--- src/hcbp_pkg.sv ---
// Shared types and constants of the Huffman code bit packer.
// Depends on nothing; every module of the block but hcbp_ram imports it.
package hcbp_pkg;

    // Field widths of the words on the ports
    localparam int MODE_W       = 2;
    localparam int SYM_FIELD_W  = 8;
    localparam int CODE_FIELD_W = 32;
    localparam int LEN_W        = 6;
    localparam int BYTE_W       = 8;
    localparam int VALID_W      = 4;

    // Defaults of the top-level parameters
    localparam int MAX_CODE_LEN_DEF = 32;
    localparam int SYMBOL_BITS_DEF  = 8;

    // Queue between front and back
    localparam int Q_DEPTH = 4;
    localparam int Q_PTR_W = $clog2(Q_DEPTH);
    localparam int Q_CNT_W = $clog2(Q_DEPTH + 1);

    // Mode codes of an input word
    localparam logic [MODE_W-1:0] MODE_LOAD   = 2'd0;
    localparam logic [MODE_W-1:0] MODE_ENCODE = 2'd1;
    localparam logic [MODE_W-1:0] MODE_FLUSH  = 2'd2;

    typedef struct packed {
        logic [MODE_W-1:0]       mode;
        logic [SYM_FIELD_W-1:0]  symbol;
        logic [CODE_FIELD_W-1:0] code_bits;
        logic [LEN_W-1:0]        code_length;
    } in_item_t;

    typedef struct packed {
        logic [BYTE_W-1:0]  out_byte;
        logic [VALID_W-1:0] valid_bits;
        logic               last;
    } out_item_t;

    // Queue status seen by the front and the back
    typedef struct packed {
        logic               nonempty;
        logic [Q_CNT_W-1:0] count;
    } q_stat_t;

endpackage

--- src/hcbp_queue.sv ---
// Short queue that decouples the front from the back of the packer.
// Depends on hcbp_pkg.
module hcbp_queue #(
    parameter int QW = 39
) (
    input  logic              clk,
    input  logic              rst_n,
    input  logic              q_push,
    input  logic [QW-1:0]     q_data,
    input  logic              q_pop,
    output logic [QW-1:0]     q_head,
    output hcbp_pkg::q_stat_t q_stat
);
    import hcbp_pkg::*;

    logic [QW-1:0]      slots [Q_DEPTH];
    logic [Q_PTR_W-1:0] wr_ptr_reg;
    logic [Q_PTR_W-1:0] rd_ptr_reg;
    logic [Q_CNT_W-1:0] count_reg;

    // Store pushed words
    always_ff @(posedge clk)
    begin
        if (q_push)
        begin
            slots[wr_ptr_reg] <= q_data;
        end
    end

    // Advance pointers and occupancy
    always_ff @(posedge clk or negedge rst_n)
    begin
        if (!rst_n)
        begin
            wr_ptr_reg <= '0;
            rd_ptr_reg <= '0;
            count_reg  <= '0;
        end
        else
        begin
            if (q_push)
            begin
                wr_ptr_reg <= wr_ptr_reg + Q_PTR_W'(1);
            end
            if (q_pop)
            begin
                rd_ptr_reg <= rd_ptr_reg + Q_PTR_W'(1);
            end
            count_reg <= count_reg + Q_CNT_W'(q_push) - Q_CNT_W'(q_pop);
        end
    end

    assign q_head          = slots[rd_ptr_reg];
    assign q_stat.nonempty = count_reg != '0;
    assign q_stat.count    = count_reg;

endmodule

--- config.mk ---
export PLATFORM = sky130hd
export DESIGN_NAME = hcbp_queue
export DESIGN_NICKNAME = d
export VERILOG_FILES = /design/src/hcbp_pkg.sv /design/src/hcbp_queue.sv
export SDC_FILE = /design/constraint.sdc
export NUM_CORES = 1
export LEC_CHECK = 0
export ABC_AREA = 1
export BUFFER_PORTS_ARGS = -buffer_cell sky130_fd_sc_hd__buf_2
export CORE_MARGIN = 3
export CORE_UTILIZATION = 40
export DETAILED_ROUTE_END_ITERATION = 10
export HOLD_SLACK_MARGIN = 0.1
export PLACE_DENSITY = 0.59
export SETUP_SLACK_MARGIN = 0.2
export SKIP_CTS_REPAIR_TIMING = 1
export SYNTH_ARGS = -nofsm -noshare
export SYNTH_HDL_FRONTEND = slang
export SYNTH_SLANG_ARGS = --single-unit
export TNS_END_PERCENT = 20
--- constraint.sdc ---
create_clock -name clk -period 2.1 [get_ports clk]
set_input_delay 0 -clock clk [delete_from_list [all_inputs] [get_ports clk]]
set_output_delay 0 -clock clk [all_outputs]
set_load 0.02 [all_outputs]
[Word level (Yosys, flattened, before mapping)]
Memory sizes are Yosys's and may differ from the RTL's.
Cells that the tools add are included.
Widths: inputs -> output; s select.
Storage, ports and cells
  logic and storage cells: 11
  register bits after elaboration: 7
  memories kept: 1
  RAM bits: 156
  bits of input ports: 43
Memories
  slots: words 4, bits a word 39, read ports 1, clocked after memory_dff 0, wr ports 1, line hcbp_queue.sv:16  | logic [QW-1:0] slots [Q_DEPTH];
Cells by class
  multiplexer cells: 2
  add/sub/neg operators: 4
  reduce and logical (&&, ||, !) cells: 1
Operator list (number)
  $add 2x1->2 const B: 2
  $add 3x1->3: 1
  $reduce_bool 3->1: 1
  $sub 3x1->3: 1
  $mux 1: 2

[Depth between registers and ports, before layout]
  depth after elaboration: 2
  depth in mapped cells: 10
  mapped depth without buffers: 10

[Worst setup path before layout]
Ideal clock, no wire load.
  path kind: register -> register
  start point: register wr_ptr_reg[0]
  end point: memory slots[0][0] (enable)
  stages on the path, launching flop included: 5
  data required time: 1706 ps
  arrival time: 1441 ps
  setup time: 394 ps
  period minus slack after synthesis: 1834 ps
  path buffers: 0
  slack: 266 ps
  cells stage by stage: dfrtp_1 inv_1 ha_1 nand2_1 inv_1
RTL lines
  start, declared: line hcbp_queue.sv:17  | logic [Q_PTR_W-1:0] wr_ptr_reg;
  start signal, assigned: line hcbp_queue.sv:43  | wr_ptr_reg <= wr_ptr_reg + Q_PTR_W'(1);
  end, declared: line hcbp_queue.sv:16
Straight into the memory's write port.

[Worst setup path in the final report]
  start point: register rd_ptr_reg[1]
  end point: output port q_head[23]
Between the ends
  word-level cells in the longest chain between the ends: 1
Ends and longest elaborated chain
  start, declared: line hcbp_queue.sv:18  | logic [Q_PTR_W-1:0] rd_ptr_reg;
  start signal, assigned: line hcbp_queue.sv:47  | rd_ptr_reg <= rd_ptr_reg + Q_PTR_W'(1);
  $mem_v2 4x39
  end, declared: line hcbp_queue.sv:11  | output logic [QW-1:0] q_head,
Every way passes these cells.

==> metrics.csv <==
metric;value;unit
DRT Wirelength;14300;um
row cnt;47;
CP Launch Type;flip-flop;
Design Power;0.0122;W
status;completed;
first-pass GRT wire length;22700;um
Total Routing Usage GR;15.9;%
Power Dens Cells;1400;mW/mm^2
final hold viol count;0;
DR pass1 iterations;4;
critical path class;reg2out;
ys flop type;edfxtp_1;
Vias/cell;4.44;
cells after synthesis;656;
top-count cell post-synth;nand2_1;
storage element area;0.00486;sq mm
vias in the first global route;4459;
hold path startpoint;q_pop;
post-synth design cell area;0.00694;sq mm
Clk pwr share;26.3;%
Area growth syn-to-layout;25.5;%
maximum VDD drop;0.827;mV
Die Wd;138;um
io pins;86;
Crit path required time;2.10;ns
Switch Pwr;0.00456;W
Core Footprint;0.0168;sq mm
fin crit share;83.6;%
# Max-Cap Violations;0;
Final min period;1.76;ns
Post-synth top cells;206 x nand2_1, 169 x inv_1, 156 x edfxtp_1;
top cells by area, synth;edfxtp_1 67%, nand2_1 11%, inv_1 9.1%, nand3_1 5.8%, dfrtp_1 2.5%;
Num CTS Buffers;17;
mux cell area share after synthesis;0;%
n_diodes;0;
clk slew on worst S/H paths;0.06;ns
Avg Inst Size Synth;10.6;sq um
Mapped Nets;706;
max-slew violations;0;
Placed Area;0.00765;sq mm
remaining antenna violation count;0;
clock root cell;clkbuf_16;
Min-Delay Path Class;in2reg;
max reg flops;156;
fmax;569;MHz
Compound-Gate Fraction of Synth Area;0.0721;%
asr flop ratio synth;4.29;%
post-DP HPWL;8830;um
Skew-Pair Late Insertion Delay;0.42;ns
largest net degree at the start of global routing;63;
Iter 0 DRT Violations;263;
share of post-route cells with drive strength above 1;16.7;%
GRT Residual Overflow;0;
relative slew slack;65.4;%
post-route design area;0.00871;sq mm
final worst setup slack;0.344;ns
setup TNS;0;ns
routed length per instance;14.0;um
Multi-input gate area;0.00130;sq mm
Post-Synth Simple-Gate Area;16.9;%
combinational power share;37.4;%
CP Max Fanout;24;
Post-Synth XOR/XNOR Area;0.379;%
internal power;0.00766;W
biggest area consumer among synthesized cells;edfxtp_1;
Critical Path End Type;primary output;
PortBufs;85;
Min-Delay Path Depth;3;
worst-case clock buffer depth;2;
clock sinks;163;
residual DRC count;0;
worst slew pin tran;0.519;ns
WP data arrival;1.76;ns
R2R Setup Slk;0.36;ns
dpl ws;0.376;ns
Leak Pwr;4.07;nW
hold path endpoint;rd_ptr_reg[0];
Seq/Total Area, Yosys;70.0;%
initial core utilization;41.4;%
main combinational cell family by area after synthesis;simple AND/OR/NAND/NOR gates;
DR vias;4542;
fin nets;839;
Synth top area share;67.5;%
DIE AREA;0.0190;sq mm
# setup viols final;0;
RSZ-0062 raised after global routing;false;
CTS tree;yes;
Die Span Y;138;um
Yosys warnings;0;
Critical R2R Launch;count_reg[0];
r2r endpoint;count_reg[2];
Final Wtd Congestion;0.745;
Synth cell types;15;
H-Tree Depth;4;
sequential group share of total power;36.3;%
r2r worst-path depth;9;
Adder-Cell Fraction of Synth Area;1.37;%
worst hold slack;0.333;ns
fillers;1478;
number of synthesized flops with an enable pin;156;
initial antenna violation count;0;
clk_skew;0.00624;ns
number of synthesized register bits;163;
Net Sw Frac;37.3;%
per-stage QoR:
step / std cells / utilization, %
2_1_floorplan: 656 / -
3_3_place_gp: 947 / 45.7
3_5_place_dp: 947 / 45.7
4_1_cts: 979 / 49.3
5_1_grt: 1022 / 52.0
6_report: 1022 / 52.0
power by group through the flow:
stage / Sequential (W) / Clock [W] / Combinational [W]
5_1_grt: 0.00449 / 0.00342 / 0.00510
3_5_place_dp: 0.00450 / 0 / 0.00457
6_report: 0.00444 / 0.00321 / 0.00457
2_1_floorplan: 0.00451 / 0 / 0.00300
4_1_cts: 0.00444 / 0.00327 / 0.00458
3_3_place_gp: 0.00448 / 0 / 0.00449
final cells by class:
| type | instances | share of cell area (%) |
|---|---|---|
| flip-flops and latches | 163 | 55.8 |
| multi-input cells | 297 | 14.9 |
| repair buffers | 140 | 11.7 |
| inverters | 170 | 7.33 |
| clock buffers | 18 | 4.93 |
| well taps | 220 | 3.16 |
| clock inverters | 14 | 2.14 |
worst max-delay path, cell delays in order (launching register included):
cell     delay [ns]
dfrtp_2        0.40
inv_2          0.31
buf_12         0.24
nand3_1        0.09
nand2_1        0.11
buf_2          0.18
layout by cell type, fill, tap and decap left out, drive strengths merged:
master	Yosys	routed
xor2	3	3
dlygate4sd3	0	43
nand3	80	80
nand2	206	206
clkinv	0	6
clkinvlp	0	3
edfxtp	156	156
clkbuf	4	18
buf	22	97
fa	1	1
ha	6	6
bufinv	0	4
inv	170	171
dfrtp	7	7
o21ai	1	1
kinds of logic after synthesis:
family	after synthesis
buffers and inverters	196
flip-flops	163
XOR/XNOR	3
AO/OA/AOI/OAI	1
AND/OR/NAND/NOR	286
adder cells (fa/ha/maj)	7
layer usage:
layer | GRT usage [%] | wire length [um] | part of all wire [%]
met1 | 20.8 | 6740 | 47
met2 | 25.9 | 6850 | 48
met3 | 4.67 | 543 | 3.8
met4 | 4.61 | 138 | 0.97
met5 | 0 | 0 | 0
worst max-delay path by stage:
stage | cells past startpoint | end | from | slack [ns]
5_1_grt | 5 | q_head[23] | rd_ptr_reg[1] | 0.23
3_5_place_dp | 9 | count_reg[2] | count_reg[0] | 0.38
3_3_place_gp | 9 | count_reg[2] | count_reg[0] | 0.52
4_1_cts | 6 | q_head[37] | rd_ptr_reg[0] | 0.29
6_report | 5 | q_head[23] | rd_ptr_reg[1] | 0.34
2_1_floorplan | 4 | slots[0][0] | wr_ptr_reg[0] | 0.27
No activity file was read; power rests on OpenSTA's default activity.
