### src/hcbp_pkg.sv
// Shared types and constants of the Huffman code bit packer.
// Depends on nothing; every module of the block but hcbp_ram imports it.
package hcbp_pkg;

    // Field widths of the words on the ports
    localparam int MODE_W       = 2;
    localparam int SYM_FIELD_W  = 8;
    localparam int CODE_FIELD_W = 32;
    localparam int LEN_W        = 6;
    localparam int BYTE_W       = 8;
    localparam int VALID_W      = 4;

    // Defaults of the top-level parameters
    localparam int MAX_CODE_LEN_DEF = 32;
    localparam int SYMBOL_BITS_DEF  = 8;

    // Queue between front and back
    localparam int Q_DEPTH = 4;
    localparam int Q_PTR_W = $clog2(Q_DEPTH);
    localparam int Q_CNT_W = $clog2(Q_DEPTH + 1);

    // Mode codes of an input word
    localparam logic [MODE_W-1:0] MODE_LOAD   = 2'd0;
    localparam logic [MODE_W-1:0] MODE_ENCODE = 2'd1;
    localparam logic [MODE_W-1:0] MODE_FLUSH  = 2'd2;

    typedef struct packed {
        logic [MODE_W-1:0]       mode;
        logic [SYM_FIELD_W-1:0]  symbol;
        logic [CODE_FIELD_W-1:0] code_bits;
        logic [LEN_W-1:0]        code_length;
    } in_item_t;

    typedef struct packed {
        logic [BYTE_W-1:0]  out_byte;
        logic [VALID_W-1:0] valid_bits;
        logic               last;
    } out_item_t;

    // Queue status seen by the front and the back
    typedef struct packed {
        logic               nonempty;
        logic [Q_CNT_W-1:0] count;
    } q_stat_t;

endpackage

### src/hcbp_back.sv
// Back of the packer: appends code bits to the accumulator and emits bytes.
// Depends on hcbp_pkg.
module hcbp_back #(
    parameter int MAX_CODE_LEN = hcbp_pkg::MAX_CODE_LEN_DEF,
    parameter int CODE_W       = (MAX_CODE_LEN < hcbp_pkg::CODE_FIELD_W) ?
                                 MAX_CODE_LEN : hcbp_pkg::CODE_FIELD_W,
    parameter int QW           = 1 + hcbp_pkg::LEN_W + CODE_W
) (
    input  logic               clk,
    input  logic               rst_n,
    input  hcbp_pkg::q_stat_t  q_stat,
    input  logic [QW-1:0]      q_head,
    output logic               q_pop,
    output logic               empty,
    input  logic               pop,
    output hcbp_pkg::out_item_t out_word
);
    import hcbp_pkg::*;

    localparam int ACC_W = (BYTE_W - 1) + CODE_W;
    localparam int CNT_W = $clog2(ACC_W + 1);

    logic [ACC_W-1:0] acc_reg;
    logic [CNT_W-1:0] cnt_reg;
    logic             out_valid_reg;
    out_item_t        out_reg;

    logic              head_flush;
    logic [LEN_W-1:0]  head_len;
    logic [CODE_W-1:0] head_code;
    logic [CODE_W-1:0] rev_code;
    logic [CODE_W-1:0] aligned;
    logic [ACC_W-1:0]  shifted;
    logic              slot_free;
    logic              has_byte;
    logic              emit_full;
    logic [CNT_W-1:0]  cnt_m8;
    logic [ACC_W-1:0]  rem_acc;
    logic [CNT_W-1:0]  rem_cnt;
    logic              take_enc;
    logic              take_flush;

    assign head_flush = q_head[QW-1];
    assign head_len   = q_head[QW-2:CODE_W];
    assign head_code  = q_head[CODE_W-1:0];

    // Reverse the code so its first bit lands lowest
    always_comb
    begin
        for (int i = 0; i < CODE_W; i++)
        begin
            rev_code[i] = head_code[CODE_W-1-i];
        end
    end

    assign aligned = rev_code >> (LEN_W'(CODE_W) - head_len);

    // Emit one full byte when the output slot can take it
    assign slot_free = !out_valid_reg || pop;
    assign has_byte  = cnt_reg >= CNT_W'(BYTE_W);
    assign emit_full = has_byte && slot_free;
    assign cnt_m8    = cnt_reg - CNT_W'(BYTE_W);
    assign rem_acc   = emit_full ? (acc_reg >> BYTE_W) : acc_reg;
    assign rem_cnt   = emit_full ? cnt_m8 : cnt_reg;

    // Take the next queued item once fewer than eight bits remain
    assign take_enc   = q_stat.nonempty && !head_flush && (rem_cnt < CNT_W'(BYTE_W));
    assign take_flush = q_stat.nonempty && head_flush && !has_byte && slot_free;
    assign q_pop      = take_enc || take_flush;

    assign shifted = ACC_W'(aligned) << rem_cnt[2:0];

    // Update the accumulator
    always_ff @(posedge clk or negedge rst_n)
    begin
        if (!rst_n)
        begin
            acc_reg <= '0;
            cnt_reg <= '0;
        end
        else if (take_flush)
        begin
            acc_reg <= '0;
            cnt_reg <= '0;
        end
        else if (take_enc)
        begin
            acc_reg <= rem_acc | shifted;
            cnt_reg <= rem_cnt + CNT_W'(head_len);
        end
        else
        begin
            acc_reg <= rem_acc;
            cnt_reg <= rem_cnt;
        end
    end

    // Output register: drop on pop, load on emit or on a flush with bits left
    always_ff @(posedge clk or negedge rst_n)
    begin
        if (!rst_n)
        begin
            out_valid_reg <= 1'b0;
        end
        else if (emit_full || (take_flush && (cnt_reg != '0)))
        begin
            out_valid_reg <= 1'b1;
        end
        else if (pop)
        begin
            out_valid_reg <= 1'b0;
        end
    end

    always_ff @(posedge clk)
    begin
        if (emit_full)
        begin
            out_reg.out_byte   <= acc_reg[BYTE_W-1:0];
            out_reg.valid_bits <= VALID_W'(BYTE_W);
            out_reg.last       <= cnt_m8 < CNT_W'(BYTE_W);
        end
        else if (take_flush)
        begin
            out_reg.out_byte   <= acc_reg[BYTE_W-1:0];
            out_reg.valid_bits <= VALID_W'(cnt_reg);
            out_reg.last       <= 1'b1;
        end
    end

    assign empty    = !out_valid_reg;
    assign out_word = out_reg;

endmodule

### config.mk
export PLATFORM = sky130hd
export DESIGN_NAME = hcbp_back
export DESIGN_NICKNAME = d
export VERILOG_FILES = /design/src/hcbp_pkg.sv /design/src/hcbp_back.sv
export SDC_FILE = /design/constraint.sdc
export NUM_CORES = 1
export LEC_CHECK = 0
export ABC_CLOCK_PERIOD_IN_PS = 7000
export BUFFER_PORTS_ARGS = -buffer_cell sky130_fd_sc_hd__buf_4
export CAP_MARGIN = 5
export CELL_PAD_IN_SITES_DETAIL_PLACEMENT = 1
export CELL_PAD_IN_SITES_GLOBAL_PLACEMENT = 2
export CORE_MARGIN = 4
export CORE_UTILIZATION = 41
export DETAILED_ROUTE_END_ITERATION = 8
export PLACE_DENSITY_LB_ADDON = 0.15
export RECOVER_POWER = 25
export SKIP_CTS_REPAIR_TIMING = 1
export SLEW_MARGIN = 10
export SYNTH_ARGS = -nofsm -noshare
export SYNTH_HDL_FRONTEND = slang
export SYNTH_SLANG_ARGS = --single-unit
### constraint.sdc
create_clock -name clk -period 7 [get_ports clk]
set_clock_uncertainty 0.15 [all_clocks]
set_input_delay 1.05 -clock clk [delete_from_list [all_inputs] [get_ports clk]]
set_output_delay 1.05 -clock clk [all_outputs]
set_load 0.03 [all_outputs]
After elaboration in Yosys (flattened, before gate mapping) --
Cells that the tools add are included.
Cells by class: $lt $le $gt $ge 3, multiplexer cells 10, bitwise gates (word level) 1, shifts and indexed selects 2, reductions and logical operators 16, add/sub/neg operators 3
Operators with widths (count):
- $mux 39 | 3
- $or 39x39->39 | 1
- $shl 32x3->39 | 1
- $shr 32x6->32 | 1
- $mux 13 | 2
- $mux 6 | 3
- $lt 6x4->1 const B | 2
- $logic_and 1x1->1 | 7
- $add 6x6->6 | 1
- $ge 6x4->1 const B | 1
- $reduce_bool 6->1 | 1
- $sub 6x4->6 const B | 1
- $sub 6x6->6 const A | 1
- $reduce_bool 2->1 | 2
- $logic_not 1->1 | 3
- $logic_or 1x1->1 | 3
- $mux 1 | 2
Storage, ports and cells: output and inout port bits 15, bits in registers 59, logic and storage cells 41

Logic depth before layout (Yosys ltp) --
depth in word-level cells 8, depth in mapped cells 16, depth with buffers taken out 12

Least setup slack after synthesis --
OpenSTA, ideal clock, no wires.
path type in2reg, start point input port q_head[32], end point register acc_reg[8], data required time 6.712 ns, stages on the path 15, data arrival time 4.061 ns, buffers on the path 5, setup slack 2.651 ns, cell sequence buf_2 -> inv_2 -> buf_4 -> ha_1 -> buf_4 -> buf_4 -> buf_2 -> mux4_2 -> mux2i_1 -> nor3_1 -> a311oi_1 -> nand2_1 -> mux4_2 -> a221oi_2 -> o22ai_1
On the way: cells in the longest elaborated chain, start to end 6
Ends and longest elaborated chain:
- start: declaration | RTL line hcbp_back.sv:12 | input logic [QW-1:0] q_head,
- $sub 6x6->6 | RTL line hcbp_back.sv:56 | assign aligned = rev_code >> (LEN_W'(CODE_W) - head_len);
- $shr 32x6->32 | RTL line hcbp_back.sv:56
- $shl 32x3->39 | RTL line hcbp_back.sv:71 | assign shifted = ACC_W'(aligned) << rem_cnt[2:0];
- $or 39x39->39 | RTL line hcbp_back.sv:88 | acc_reg <= rem_acc | shifted;
- $mux 39 | RTL line hcbp_back.sv:86 | else if (take_enc)
- $mux 39 | RTL line hcbp_back.sv:81 | else if (take_flush)
- end signal: assignment | RTL line hcbp_back.sv:88
- end signal: assignment | RTL line hcbp_back.sv:93 | acc_reg <= rem_acc;
- end: declaration | RTL line hcbp_back.sv:23 | logic [ACC_W-1:0] acc_reg;
Every way passes these cells. A chain may end at the register's enable or synchronous reset.

Worst setup path after layout --
start point input port q_head[32], end point register acc_reg[7]
Same word-level chain as after synthesis.

==> results.md <==
* Status: complete, but fails checks
* Violated checks: capacitance limit, slew limit
* Global-route wire length before repair at 35,400 µm
* Cell types with the largest area share after synthesis: sky130_fd_sc_hd__dfrtp_1 (18%), sky130_fd_sc_hd__mux4_2 (11%), sky130_fd_sc_hd__mux2i_1 (10%)
* Met3 Track Usage GR at 3.59%
* Slew at the pin closest to its max-slew limit at 2.59 ns
* Initial antenna violation count at 0
* Buffer type at the clock tree root: sky130_fd_sc_hd__clkbuf_16
* Final Setup Violations at 0
* Crit path max fanout at 19
* Leakage dissipation at 2.90 nW
* Fraction of synthesized cell area in xor and xnor cells at 1.80%
* All-layer global routing usage at 25.3%
* Multi-input combinational cell area at 4470 µm²
* Setup repair after global routing missed its margin: no
* Post-DR vias/cell at 6.39
* Number of sinks driven by the clock tree at 59
* Main combinational cell family by area after synthesis: multiplexers
* Final global-route overflow total at 0
* Count of input and output buffers at 57
* Die span in x at 132 µm
* Share of the synthesized area in compound gates (AO/OA/AOI/OAI) at 22.7%
* TritonCTS clock tree: done
* Final ANT Viol Nets at 0
* Critical Path End Type: flip-flop
* Starting density of the core at 41.7%
* Final GP Congestion at 0.906
* CTS Buf Count at 9
* Busiest grt layer: met2
* Drt first-iter violations at 377
* Startpoint kind of the worst setup timing path: input pin
* Endpoint of the worst-slack reg-to-reg timing path: out_word[10]
* Count of cells along the worst register-to-register path at 9
* Leading cell types in the layout, fill and taps excluded: sky130_fd_sc_hd__nand2_1 (82), sky130_fd_sc_hd__buf_4 (72), sky130_fd_sc_hd__mux2i_1 (66)
* Number of design rule violations left after detail routing at 0
* Total number of vias at 5,931
* Post-Route Utilization at 47.0%
* Cells after Synth at 711
* Worst reg-to-reg setup slack at 3.44 ns
* Most common library cell in the layout ignoring fill and taps: sky130_fd_sc_hd__nand2_1
* Met1 track demand over resource at 32.1%
* Async set-or-reset flop fraction in the synthesized netlist at 78.0%
* Max-cap violations at 1
* Net count after synthesis at 766
* Floorplan core area at 15,100 µm²
* Sum of negative setup slack at 0 ns
* Most instantiated flip-flop cell in the synthesis netlist: sky130_fd_sc_hd__dfrtp_1
* Tmin final at 5.11 ns
* Tightest hold margin at 0.294 ns
* Top-Level Pins at 61
* Largest net degree at the start of global routing at 61
* Number of H-tree levels at 3
* Cell chain of the critical path: buf_4, inv_2, ha_2, nor3b_1, o32a_1, nor2_4, a311oi_1, a32oi_1, a221oi_1, o22a_1, o22ai_1
* Last element of the critical path: acc_reg[7]
* Post-Synth Adder-Cell Area at 1.90%
* Max Slew Vio Count at 47
* Count of fill cells added during filler insertion at 1,771
* Clk slew on worst S/H paths at 0.05 ns
* Fraction of final layout cells with drive strength greater than 1 at 21.5%
* Max reg flops at 39
* Register bit total from synthesis at 59
* Total number of placement rows at 45
* Slowest Stage Delay on Critical Path at 0.77 ns
* Synthesized-area fraction occupied by and/or/nand/nor cells at 19.4%
* Path category of the worst min-delay check: flip-flop to flip-flop
* Worst-Skew Late Latency at 0.33 ns
* Pwr per Cell Area at 310 nW/µm²
* Part of the Yosys area used for sequential elements at 23.8%
* Arrival time at the worst endpoint at 5.14 ns
* Die area at 17,400 µm²
* Post-layout net count at 790
* Max stage delay cell, worst path: sky130_fd_sc_hd__o32a_1
* Final WL at 22,100 µm
* Final hold violations at 0
* Number of antenna cells inserted at 0
* Multiplexer fraction of the synthesized cell area at 24.9%
* Number of global-route vias before repair at 6,238
* Number of optimization iterations in the first detailed-route pass at 4
* Crit Path Class: input pin to flip-flop
* Synthesized cell area at 6310 µm²
* Global Route met2 Usage at 43.3%
* Area growth from synthesis to final layout at 12.9%
* Share of the clock period used by the worst path at 73.1%
* Routed wire per std cell at 23.8 µm
* Required @ worst endpoint at 7.03 ns
* Half-perimeter wire length of the detailed placement result at 16,300 µm
* Launch point of the critical path: q_head[32]
* Worst hold stages at 2
* Post-synth EDFFs at 9
* Height of the die at 132 µm
* Maximum count of clock buffers along a single path at 2
* Synth cell types at 84
* F_max at 196 MHz
* Reg-to-reg critical path startpoint: cnt_reg[4]
* Worst vdd ir at 152 µV
* Worst slew margin at -72.4%
* Seq. cell area at 1500 µm²
* Synth Warn # at 0
* Area share of the largest cell type after synthesis at 18.2%
* Biggest area consumer among synthesized cells: sky130_fd_sc_hd__dfrtp_1
* Mean Syn Cell Area at 8.87 µm²
synth_stat cells, drive strengths merged, types with 18 or more instances:
| master | number |
|---|---|
| nor3 | 18 |
| dfrtp | 46 |
| a21oi | 40 |
| mux2i | 66 |
| clkbuf | 29 |
| nor2 | 53 |
| nand3 | 18 |
| buf | 31 |
| and2 | 22 |
| o21ai | 20 |
| nand2 | 84 |
| mux4 | 32 |
where the power goes:
| group | switching, mW | internal (mW) | total [mW] |
|---|---|---|---|
| clock | 0.153 | 0.303 | 0.455 |
| sequential | 0.0617 | 0.463 | 0.525 |
| combinational | 0.752 | 0.473 | 1.23 |
worst min path at each step:
| stage | slack, ns | startpoint | endpoint |
|---|---|---|---|
| 2_1_floorplan | 0.30 | acc_reg[36] | acc_reg[36] |
| 3_3_place_gp | 0.28 | out_word[4] | out_word[4] |
| 3_5_place_dp | 0.29 | out_word[4] | out_word[4] |
| 4_1_cts | 0.30 | out_word[4] | out_word[4] |
| 5_1_grt | 0.34 | out_word[2] | out_word[2] |
| 6_report | 0.29 | out_word[4] | out_word[4] |
cell families (layout without fill, tap and decap cells):
family                   count (synthesis)  in the layout
AND/OR/NAND/NOR                        247            247
AO/OA/AOI/OAI                          198            198
multiplexers                           115            115
buffers and inverters                   73            102
flip-flops                              59             59
XOR/XNOR                                10             10
adder cells (fa/ha/maj)                  9              9
metal layers:
layer	vias up	share of wire, %
li1	2771	-
met4	0	3.1
met3	41	3.4
met1	2991	44
met5	-	0
met2	128	50
area by class of cell:
class / count / area share, %
multi-input cells: 579 / 62.8
repair buffers: 73 / 7.64
clock inverters: 4 / 0.668
flip-flops and latches: 59 / 21.1
well taps: 188 / 3.30
inverters: 13 / 0.685
clock buffers: 12 / 3.74
per-stage QoR:
step | setup slack, ns | area (µm²) | instances | power [mW]
5_1_grt | 1.54 | 7120 | 928 | 2.35
4_1_cts | 1.91 | 7120 | 928 | 2.21
6_report | 1.89 | 7120 | 928 | 2.21
3_5_place_dp | 1.63 | 6810 | 912 | 1.74
3_3_place_gp | 1.67 | 6810 | 912 | 1.71
2_1_floorplan | 2.65 | 6310 | 711 | 1.39
critical path, delay by kind of cell:
family / cells / cell delay, ns
AND/OR/NAND/NOR: 2 / 0.52
adder cells (fa/ha/maj): 1 / 0.55
buffers and inverters: 2 / 0.52
AO/OA/AOI/OAI: 6 / 2.47
No activity file was read; power rests on OpenSTA's default activity.
